===== src/rtl/awdt_pkg.sv =====
// awdt_pkg: shared types and constants for the ack window duplicate tracker
// used by awdt_cell, awdt_history and ack_window_duplicate_tracker
package awdt_pkg;

	localparam int unsigned SEQ_W   = 32;
	localparam int unsigned WIN_W   = 32;
	localparam int unsigned SHIFT_W = 6;
	localparam int unsigned IDX_W   = 5;

	// control from the sequencer to the history chain
	typedef struct packed {
		logic             push;
		logic [SEQ_W-1:0] push_val;
		logic [SEQ_W-1:0] key;
	} hist_ctrl_t;

endpackage


===== src/rtl/ack_window_duplicate_tracker.sv =====
// ack_window_duplicate_tracker: one item in, one result out; the item is taken in S_IDLE,
// passes through S_CHECK and S_DECIDE, and the result is registered in S_DONE, after which
// the sequencer returns to S_IDLE for the next item; a forward jump first passes S_DRAIN,
// which makes the history pushes (up to 33, one push per cycle through the chain),
// and a result waiting on m_axis_tready holds off the next item
// arst_n clears window, newest number and history count; history cells use the fill count
module ack_window_duplicate_tracker #(
	parameter int unsigned HISTORY_DEPTH = 64
) (
	input  logic        clk,
	input  logic        arst_n,
	input  logic        s_axis_tvalid,
	output logic        s_axis_tready,
	input  logic [31:0] s_axis_tdata,  // [31:0] seq_number
	output logic        m_axis_tvalid,
	input  logic        m_axis_tready,
	output logic [63:0] m_axis_tdata,  // [31:0] ack_id, [63:32] ack_bits
	output logic [1:0]  m_axis_tuser   // [0] is_duplicate, [1] any_received
);

	typedef enum logic [2:0] {
		S_IDLE,
		S_CHECK,
		S_DECIDE,
		S_DRAIN,
		S_DONE
	} state_t;

	state_t                          state_q;
	logic [awdt_pkg::SEQ_W-1:0]      seq_q;
	logic [awdt_pkg::SEQ_W-1:0]      newest_q;
	logic [awdt_pkg::WIN_W-1:0]      window_q;
	logic                            seen_q;
	logic [awdt_pkg::SEQ_W-1:0]      diff_q;
	logic                            gt_q;
	logic                            eq_q;
	logic [awdt_pkg::SEQ_W-1:0]      base_q;
	logic [awdt_pkg::WIN_W-1:0]      drain_q;
	logic                            last_q;
	logic                            dup_q;

	awdt_pkg::hist_ctrl_t            hctrl;
	logic                            hist_hit;
	logic                            near;
	logic [awdt_pkg::SHIFT_W-1:0]    diff_lo;
	logic [awdt_pkg::SHIFT_W-1:0]    keep_full;
	logic [awdt_pkg::IDX_W-1:0]      keep_sh;
	logic [awdt_pkg::SHIFT_W-1:0]    bit_full;
	logic [awdt_pkg::IDX_W-1:0]      bit_idx;
	logic [awdt_pkg::IDX_W-1:0]      lsb_idx;
	logic                            out_free;

	// window distance decode
	assign diff_lo   = diff_q[awdt_pkg::SHIFT_W-1:0];
	assign near      = (diff_q[awdt_pkg::SEQ_W-1:awdt_pkg::SHIFT_W] == '0) &&
	                   (diff_lo <= awdt_pkg::SHIFT_W'(awdt_pkg::WIN_W));
	assign keep_full = awdt_pkg::SHIFT_W'(awdt_pkg::WIN_W) - diff_lo;
	assign keep_sh   = keep_full[awdt_pkg::IDX_W-1:0];
	assign bit_full  = diff_lo - 1'b1;
	assign bit_idx   = bit_full[awdt_pkg::IDX_W-1:0];
	assign out_free  = !m_axis_tvalid || m_axis_tready;

	// lowest pending bit of the drain mask
	always_comb begin
		lsb_idx = '0;
		for (int i = awdt_pkg::WIN_W - 1; i >= 0; i--) begin
			if (drain_q[i]) begin
				lsb_idx = awdt_pkg::IDX_W'(i);
			end
		end
	end

	// history push and search key
	always_comb begin
		hctrl.key      = seq_q;
		hctrl.push     = 1'b0;
		hctrl.push_val = seq_q;
		case (state_q)
			S_DECIDE: begin
				hctrl.push = seen_q && !eq_q && !gt_q && !near && !hist_hit;
			end
			S_DRAIN: begin
				if (drain_q != '0) begin
					hctrl.push     = 1'b1;
					hctrl.push_val = base_q - awdt_pkg::SEQ_W'(lsb_idx) - 1'b1;
				end else if (last_q) begin
					hctrl.push     = 1'b1;
					hctrl.push_val = base_q;
				end
			end
			default: begin
				hctrl.push = 1'b0;
			end
		endcase
	end

	awdt_history #(
		.DEPTH (HISTORY_DEPTH)
	) u_history (
		.clk    (clk),
		.arst_n (arst_n),
		.ctrl   (hctrl),
		.hit    (hist_hit)
	);

	assign s_axis_tready = (state_q == S_IDLE);

	// sequencer, window state and output register
	always_ff @(posedge clk or negedge arst_n) begin
		if (!arst_n) begin
			state_q       <= S_IDLE;
			seq_q         <= '0;
			newest_q      <= '0;
			window_q      <= '0;
			seen_q        <= 1'b0;
			diff_q        <= '0;
			gt_q          <= 1'b0;
			eq_q          <= 1'b0;
			base_q        <= '0;
			drain_q       <= '0;
			last_q        <= 1'b0;
			dup_q         <= 1'b0;
			m_axis_tvalid <= 1'b0;
			m_axis_tdata  <= '0;
			m_axis_tuser  <= '0;
		end else begin
			// result taken, unless a new one is loaded in the same cycle
			if (m_axis_tvalid && m_axis_tready && (state_q != S_DONE)) begin
				m_axis_tvalid <= 1'b0;
			end
			case (state_q)
				S_IDLE: begin
					if (s_axis_tvalid) begin
						seq_q   <= s_axis_tdata;
						state_q <= S_CHECK;
					end
				end
				S_CHECK: begin
					gt_q    <= seq_q > newest_q;
					eq_q    <= seq_q == newest_q;
					diff_q  <= (seq_q > newest_q) ? (seq_q - newest_q) : (newest_q - seq_q);
					state_q <= S_DECIDE;
				end
				S_DECIDE: begin
					if (!seen_q) begin
						dup_q    <= 1'b0;
						newest_q <= seq_q;
						seen_q   <= 1'b1;
						state_q  <= S_DONE;
					end else if (eq_q) begin
						dup_q   <= 1'b1;
						state_q <= S_DONE;
					end else if (gt_q) begin
						dup_q    <= 1'b0;
						base_q   <= newest_q;
						newest_q <= seq_q;
						state_q  <= S_DRAIN;
						if (near) begin
							drain_q  <= window_q & ({awdt_pkg::WIN_W{1'b1}} << keep_sh);
							last_q   <= 1'b0;
							window_q <= (window_q << diff_lo) |
							            (awdt_pkg::WIN_W'(1) << bit_idx);
						end else begin
							drain_q  <= window_q;
							last_q   <= 1'b1;
							window_q <= '0;
						end
					end else if (near) begin
						dup_q   <= window_q[bit_idx];
						state_q <= S_DONE;
						if (!window_q[bit_idx]) begin
							window_q <= window_q | (awdt_pkg::WIN_W'(1) << bit_idx);
						end
					end else begin
						dup_q   <= hist_hit;
						state_q <= S_DONE;
					end
				end
				S_DRAIN: begin
					if (drain_q != '0) begin
						drain_q[lsb_idx] <= 1'b0;
					end else if (last_q) begin
						last_q <= 1'b0;
					end else begin
						state_q <= S_DONE;
					end
				end
				S_DONE: begin
					if (out_free) begin
						m_axis_tvalid <= 1'b1;
						m_axis_tdata  <= {window_q, newest_q};
						m_axis_tuser  <= {seen_q, dup_q};
						state_q       <= S_IDLE;
					end
				end
				default: begin
					state_q <= S_IDLE;
				end
			endcase
		end
	end

endmodule


===== src/rtl/awdt_cell.sv =====
// awdt_cell: one entry of the history chain, holds a sequence number,
// hands it to the next cell on a push and compares it against the key
// depends on awdt_pkg
module awdt_cell (
	input  logic                       clk,
	input  logic                       shift_en,
	input  logic [awdt_pkg::SEQ_W-1:0] data_in,
	input  logic [awdt_pkg::SEQ_W-1:0] key,
	input  logic                       valid,
	output logic [awdt_pkg::SEQ_W-1:0] data_out,
	output logic                       match
);

	logic [awdt_pkg::SEQ_W-1:0] value_q;
	logic                       match_q;

	// entry storage and registered compare
	always_ff @(posedge clk) begin
		if (shift_en) begin
			value_q <= data_in;
		end
		match_q <= valid && (value_q == key);
	end

	assign data_out = value_q;
	assign match    = match_q;

endmodule


===== src/rtl/awdt_history.sv =====
// awdt_history: fifo history of older sequence numbers as a row of cells,
// newest entry in cell 0, oldest falls off the far end when full
// depends on awdt_pkg and awdt_cell
module awdt_history #(
	parameter int unsigned DEPTH = 64
) (
	input  logic                clk,
	input  logic                arst_n,
	input  awdt_pkg::hist_ctrl_t ctrl,
	output logic                hit
);

	localparam int unsigned CNT_W = $clog2(DEPTH + 1);

	logic [CNT_W-1:0]           count_q;
	logic [awdt_pkg::SEQ_W-1:0] chain [DEPTH];
	logic [DEPTH-1:0]           match_vec;

	// fill count, saturates at the depth
	always_ff @(posedge clk or negedge arst_n) begin
		if (!arst_n) begin
			count_q <= '0;
		end else if (ctrl.push && (count_q != CNT_W'(DEPTH))) begin
			count_q <= count_q + 1'b1;
		end
	end

	// row of cells, each shifts from its left neighbor on a push
	for (genvar k = 0; k < DEPTH; k++) begin : g_cell
		logic [awdt_pkg::SEQ_W-1:0] cell_in;
		if (k == 0) begin : g_head
			assign cell_in = ctrl.push_val;
		end else begin : g_body
			assign cell_in = chain[k-1];
		end
		awdt_cell u_cell (
			.clk      (clk),
			.shift_en (ctrl.push),
			.data_in  (cell_in),
			.key      (ctrl.key),
			.valid    (CNT_W'(k) < count_q),
			.data_out (chain[k]),
			.match    (match_vec[k])
		);
	end

	assign hit = |match_vec;

endmodule

===== config.mk =====
export PLATFORM = sky130hd
export DESIGN_NAME = ack_window_duplicate_tracker
export DESIGN_NICKNAME = d
export VERILOG_FILES = /design/src/rtl/awdt_pkg.sv /design/src/rtl/ack_window_duplicate_tracker.sv /design/src/rtl/awdt_cell.sv /design/src/rtl/awdt_history.sv
export SDC_FILE = /design/constraint.sdc
export NUM_CORES = 2
export LEC_CHECK = 0
export BUFFER_PORTS_ARGS = -buffer_cell sky130_fd_sc_hd__buf_2
export CAP_MARGIN = 20
export CORE_MARGIN = 2
export CORE_UTILIZATION = 40
export CTS_CLUSTER_SIZE = 30
export DETAILED_ROUTE_END_ITERATION = 8
export GPL_TIMING_DRIVEN = 1
export PLACE_DENSITY = 0.57
export SETUP_SLACK_MARGIN = 0.1
export SYNTH_ARGS = -nofsm -noshare
export SYNTH_HDL_FRONTEND = slang
export SYNTH_SLANG_ARGS = --single-unit

===== constraint.sdc =====
create_clock -name clk -period 47.1 [get_ports clk]
set_input_delay 9.42 -clock clk [delete_from_list [all_inputs] [get_ports clk]]
set_output_delay 9.42 -clock clk [all_outputs]
set_load 0.02 [all_outputs]

**Yosys cells after proc, flatten, opt, wreduce, memory -nomap -nowiden**

Index checks and enable logic that the tools add are counted.
Widths: inputs -> output; s select.

- Word-level logic and storage cells: 479
- Input port bits: 36
- Register bits: 2386
- Output and inout bits: 68

- Bitwise logic cells: 6
- Shift operators: 3
- Eq/ne operators: 82
- Mux-type cells: 75
- Magnitude comparators: 69
- Add/subtract/negate cells: 7
- Reductions and logical operators: 93

Operator list:

| kind | number |
|---|---|
| $eq 32x32->1 | 65 |
| $mux 32 | 14 |
| $lt 6x7->1 const A | 32 |
| $mux 5 | 32 |
| $lt 5x7->1 const A | 16 |
| $logic_and 1x1->1 | 73 |
| $mux 33 | 2 |
| $and 32x32->32 | 2 |
| $or 32x32->32 | 2 |
| $pmux 32 s2 | 1 |
| $reduce_or 64->1 | 1 |
| $sub 32x32->32 | 2 |
| $lt 4x7->1 const A | 8 |
| $gt 32x32->1 | 1 |
| $not 32->32 | 1 |
| $reduce_bool 32->1 | 1 |
| $shl 1x5->32 const A | 1 |
| $shl 32x5->32 const A | 1 |
| $shl 32x6->32 | 1 |
| $sub 32x1->32 const B | 1 |
| $sub 32x5->32 | 1 |
| $lt 3x7->1 const A | 4 |
| $logic_not 26->1 | 1 |
| $mux 3 | 7 |
| other kinds (29) | 65 |

**Depth between registers and ports, before layout**

- Word-level depth: 40
- Depth in mapped cells: 19
- Depth with buffers taken out: 19

**By module**

A second synthesis with hierarchy kept.

- Cells, all modules: 7176
- Area total of the unflattened synthesis: 104452.7 um^2

By module, submodules not included:

| module | instances | sequential area each (um^2) | cells each | area an instance (um^2) |
|---|---|---|---|---|
| awdt_cell | 64 | 980.9 | 77 | 1336.3 |
| ack_window_duplicate_tracker | 1 | 6681.4 | 2085 | 17833.4 |
| awdt_history | 1 | 175.2 | 163 | 1097.3 |

**Worst setup path before layout**

Ideal clock, no wire load.

- Path type: reg-to-reg
- Start: register diff_q[0] (netlist name)
- End: register u_history.g_cell[0].u_cell.value_q, in the netlist u_history.g_cell[0].u_cell.data_out[0], enable pin
- Data required time: 44.730 ns
- Library setup time: 2.370 ns
- Arrival time: 41.849 ns
- Stages on the path, launching flop included: 12
- Setup slack: 2.881 ns
- Cell sequence: dfrtp_1 buf_2 buf_2 clkinv_1 clkbuf_1 ha_1 nand3_1 a211o_1 nand2_1 nor4_1 nor2_1 inv_1

RTL lines:

| item | RTL line | RTL |
|---|---|---|
| from (decl) | ack_window_duplicate_tracker.sv:34 | `logic [awdt_pkg::SEQ_W-1:0] diff_q;` |
| from (signal assigned) | ack_window_duplicate_tracker.sv:141 | `diff_q <= (seq_q > newest_q) ? (seq_q - newest_q) : (newest_q - seq_q);` |
| to (signal assigned) | awdt_cell.sv:20 | `value_q <= data_in;` |
| to (decl) | awdt_cell.sv:14 | `logic [awdt_pkg::SEQ_W-1:0] value_q;` |

**Worst setup path after layout**

- Start: register state_q[0]
- End: output s_axis_tready

- Longest elaborated chain between the ends: 1

RTL lines:

| item | RTL line | RTL |
|---|---|---|
| from (decl) | ack_window_duplicate_tracker.sv:29 | `state_t state_q;` |
| from (signal assigned) | ack_window_duplicate_tracker.sv:111 | `state_q <= S_IDLE;` |
| from (signal assigned) | ack_window_duplicate_tracker.sv:135 | `state_q <= S_CHECK;` |
| from (signal assigned) | ack_window_duplicate_tracker.sv:142 | `state_q <= S_DECIDE;` |
| $logic_not 3->1 | ack_window_duplicate_tracker.sv:106 | `assign s_axis_tready = (state_q == S_IDLE);` |
| to (decl) | ack_window_duplicate_tracker.sv:13 | `output logic s_axis_tready,` |

No other way between the ends.

==> out/summary.md <==
The vias after detailed routing is 62,620. Power spread over the standard cell area amounts to 77.14 nW/um2. Yosys attributes the largest share of cell area to sky130_fd_sc_hd__edfxtp_1, sky130_fd_sc_hd__xor2_1, sky130_fd_sc_hd__dfrtp_1.

The signal arrival time at the worst endpoint was 1.90 ns; the overflow left after global routing was 0. After clock tree synthesis, the clock-pin slew on the worst setup and hold paths is 0.06 ns. Final hold analysis gives a worst-case slack of 0.4233 ns.

The overall routed net length was 324,600 um. After detailed routing, the number of vias per cell comes to 5.621. The net count reported at finish was 7,550. Main flop type after synthesis: sky130_fd_sc_hd__edfxtp_1. In the final layout, the multi-input gates occupy 33,130 um2. The fraction of the cycle the final worst path needs was 24.02%. The number of buffers on the longest clock path was 3. The peak fanout along the critical path is 11. Number of enable flip-flop cells after synthesis: 2,048. Clock tree synthesis selected as its root buffer the cell sky130_fd_sc_hd__clkbuf_16. Setup repair after global routing left no endpoint under its margin. Synthesis inferred 2,386 register bits. The logs give 40.25% for the effective utilization at floorplan and 89 for the distinct cell type count after synthesis. Total of warnings raised by yosys: 0. The post-route clock skew was 0.08106 ns. The timing-limited maximum frequency came out at 0.08838 GHz.

The number of CTS-inserted buffers was 241; the average wire per cell in the routed design was 29.14 um. Across the whole layout, storage elements account for 69,760 um2. Max-cap violations in this run came to 0.

Detailed placement finished with a half-perimeter wire length of 220,200 um. Once placement finished, the instance area stood at 109,400 um2. The initial antenna violation count was 24; the synthesized area per cell was 14.26 um2. STA classifies the critical path startpoint as a flip-flop. Summed over all instances, the cell type with the most area after synthesis is sky130_fd_sc_hd__edfxtp_1. The vertical extent of the die is 515.4 um, and the sequential-to-total area share from yosys stat is 66.56%. Across the VDD grid, the largest voltage drop is 0.0001214 V. The floorplan step set the die width to 515.4 um.

The boundary pin count was 104; the overall track demand over capacity in global routing was 24.03%. The setup-violating endpoint count in the final report was 0. The area added between synthesis and finish is 12.17%, and the fill cell instance count of the final layout is 23,040. Entering global routing, the biggest net connects 199 pins. For this run, asynchronously set or reset flops after synthesis account for 11.48%. The count of pins over their slew limit is 0, and the share of cells above drive strength 1 is 9.566%. The clock drives 2,386 sinks.

The core region is 259,900 um2. The clock period could shrink to 11.32 ns. In this run the number of H-tree levels came out at 4. The count of buffers added by post-CTS timing repair for setup is 0, and the area fraction of the dominant cell type after synthesis is 58.78%. For the weighted congestion at the end of routability-driven global placement, the log shows 0.9172. The cell area after technology mapping was 104,600 um2; the count of input and output buffers was 103. The via count of the first global-routing pass is 61,960, and the slew of the pin with the lowest slew margin is 1.119 ns.

The run gives 6 as the number of optimization iterations in the first detailed-route pass. Relative slew slack: 24.78%. The critical path in this run is classified as flip-flop to output port.

The sort of element at the end of the critical path was an output port. After technology mapping, the gate count stands at 7,335. The first global-routing pass estimated 461,100 um of wire. In this run the static leakage power is 39.04 nW. Hold repair after CTS inserted 0 buffers. TritonCTS built the clock tree. The number of nets in the synthesized netlist is 7,452.

The initial detailed-routing violation count was 7,134. The final hold violation count was 0; the number of remaining DRC errors was 0. The run gives 37.68 ns as the required time of the critical path. The number of gates resized after CTS was 0. The finished cells cover 117,400 um2. Class of the worst hold path: flip-flop to flip-flop. The clock latency on the worst-skew pair is 0.91 ns, and the setup TNS is 0 ns. Once detail routing completed, the nets flagged for antenna violations numbered 0. The number of standard-cell rows in the floorplan is 187.

The floorplan step defined a die boundary enclosing 265,700 um2. The run finished with clean final reports.
## path summary, 6_finish.rpt
| kind | start | cells after the start | end | slack, ns |
|---|---|---|---|---|
| hold reg to reg | u_history.g_cell[50].u_cell.data_out[26] | 0 | u_history.g_cell[51].u_cell.data_out[26] | 0.42 |
| setup reg to reg | diff_q[0] | 16 | u_history.g_cell[60].u_cell.data_out[18] | 37.85 |
| hold / removal | u_history.g_cell[50].u_cell.data_out[26] | 0 | u_history.g_cell[51].u_cell.data_out[26] | 0.42 |
| setup / recovery | state_q[0] | 2 | s_axis_tready | 35.78 |
| max in group asynchronous | arst_n | 2 | seq_q[1] | 36.85 |
| min in group asynchronous | arst_n | 1 | m_axis_tdata[53] | 8.53 |
## cells in the mapped netlist, types with 9 or more instances
| library cell | number |
|---|---|
| sky130_fd_sc_hd__edfxtp_1 | 2048 |
| sky130_fd_sc_hd__xor2_1 | 1560 |
| sky130_fd_sc_hd__xnor2_1 | 521 |
| sky130_fd_sc_hd__nor4_1 | 439 |
| sky130_fd_sc_hd__nand2_1 | 343 |
| sky130_fd_sc_hd__o21ai_0 | 289 |
| sky130_fd_sc_hd__dfrtp_1 | 274 |
| sky130_fd_sc_hd__clkbuf_1 | 236 |
| sky130_fd_sc_hd__nand4_1 | 209 |
| sky130_fd_sc_hd__a21oi_1 | 166 |
| sky130_fd_sc_hd__buf_1 | 126 |
| sky130_fd_sc_hd__nor2_1 | 126 |
| sky130_fd_sc_hd__nor3_1 | 100 |
| sky130_fd_sc_hd__inv_1 | 95 |
| sky130_fd_sc_hd__ha_1 | 78 |
| sky130_fd_sc_hd__nand3_1 | 74 |
| sky130_fd_sc_hd__dfxtp_1 | 64 |
| sky130_fd_sc_hd__o22ai_1 | 45 |
| sky130_fd_sc_hd__mux2_2 | 44 |
| sky130_fd_sc_hd__mux2i_1 | 40 |
| sky130_fd_sc_hd__a21o_1 | 35 |
| sky130_fd_sc_hd__o2111ai_1 | 31 |
| sky130_fd_sc_hd__o21bai_1 | 27 |
| sky130_fd_sc_hd__nand2b_1 | 24 |
| sky130_fd_sc_hd__mux4_2 | 22 |
| sky130_fd_sc_hd__o211ai_1 | 22 |
| sky130_fd_sc_hd__a211oi_1 | 19 |
| sky130_fd_sc_hd__a31oi_1 | 19 |
| sky130_fd_sc_hd__a22o_1 | 17 |
| sky130_fd_sc_hd__buf_2 | 17 |
| sky130_fd_sc_hd__a22oi_1 | 14 |
| sky130_fd_sc_hd__nor2b_1 | 13 |
| sky130_fd_sc_hd__or4_1 | 12 |
| sky130_fd_sc_hd__or3_1 | 11 |
| sky130_fd_sc_hd__a32oi_1 | 10 |
| sky130_fd_sc_hd__or2_2 | 10 |
| sky130_fd_sc_hd__and3_1 | 9 |
## routing by layer
metal / routed length [um] / track usage, % / share of wire, %
met4: 7642 / 5.831 / 2.4
met2: 152200 / 38.77 / 47
met5: 61 / 0 / 0.019
met3: 23990 / 3.968 / 7.4
met1: 140700 / 33.82 / 43
## registers in the layout, indices dropped and copies added, names as in the netlist, 2 cells and up
name	count
u_history.g_cell.u_cell.data_out	2048
u_history.count_q	7
m_axis_tuser	2
diff_q	32
drain_q	32
state_q	3
seq_q	32
base_q	32
m_axis_tdata	64
u_history.g_cell.u_cell.match	64
window_q	32
newest_q	32
## placed cells by master (no fill, tap or decap), drive strengths merged, types with 14 or more instances in the layout
cell and instances:
mux2 44, a31oi 19, nor4 441, ha 78, a211oi 21, a21o 35, o21ai 298, dfrtp 274
mux2i 42, nand2b 24, clkbuf 307, o211ai 22, o2111ai 31, a22oi 14, nand3 74, xor2 1560
inv 103, a21oi 166, o21bai 27, a22o 17, nand2 343, buf 248, or4 14, o22ai 45
mux4 22, nor3 100, bufinv 20, clkinv 115, xnor2 521, nor2 126, edfxtp 2048, nand4 211
dfxtp 64
## power by group
| part | switching [W] | internal, W | leakage, nW | total, W |
|---|---|---|---|---|
| sequential | 0.000599 | 0.00300 | 21.1 | 0.00360 |
| combinational | 0.00240 | 0.00114 | 14.1 | 0.00354 |
| clock | 0.000847 | 0.00107 | 3.80 | 0.00192 |
| total | 0.00384 | 0.00521 | 39.0 | 0.00905 |
## through the flow
stage	util (%)	power, W	cells	setup slack (ns)
global route	45.15	0.009449	11140	35.69
finish	45.15	0.009054	11140	35.78
floorplan	-	0.006929	7335	2.881
global placement	42.06	0.007076	10680	35.98
detailed placement	42.07	0.007098	10680	35.92
CTS	45.09	0.009028	11130	35.74
## worst max-delay path, stage by stage, from the launching register on
cell                      delay [ns]
sky130_fd_sc_hd__dfrtp_1        0.48
sky130_fd_sc_hd__nor3_1         0.33
sky130_fd_sc_hd__buf_2          0.24
## final cells by class
type,instances,share of cell area [%]
diodes,3,0.006397
clock buffers,307,5.453
inverters,99,0.3230
clock inverters,145,1.222
flip-flops and latches,2386,59.44
repair buffers,248,1.602
multi-input cells,4457,28.23
well taps,3496,3.727
## cells by family (layout without fill, tap and decap cells)
| logic type | Yosys count | after routing | share of synthesized area [%] |
|---|---|---|---|
| other cells | 0 | 3 | 0 |
| compound gates | 789 | 789 | 4.699 |
| flops | 2386 | 2386 | 66.56 |
| buf+inv | 492 | 799 | 1.839 |
| simple gates | 1398 | 1398 | 7.139 |
| xor+xnor | 2081 | 2081 | 17.42 |
| mux | 108 | 108 | 1.356 |
| fa+ha+maj | 81 | 81 | 0.9902 |
Power figures use the tool's default switching activity.
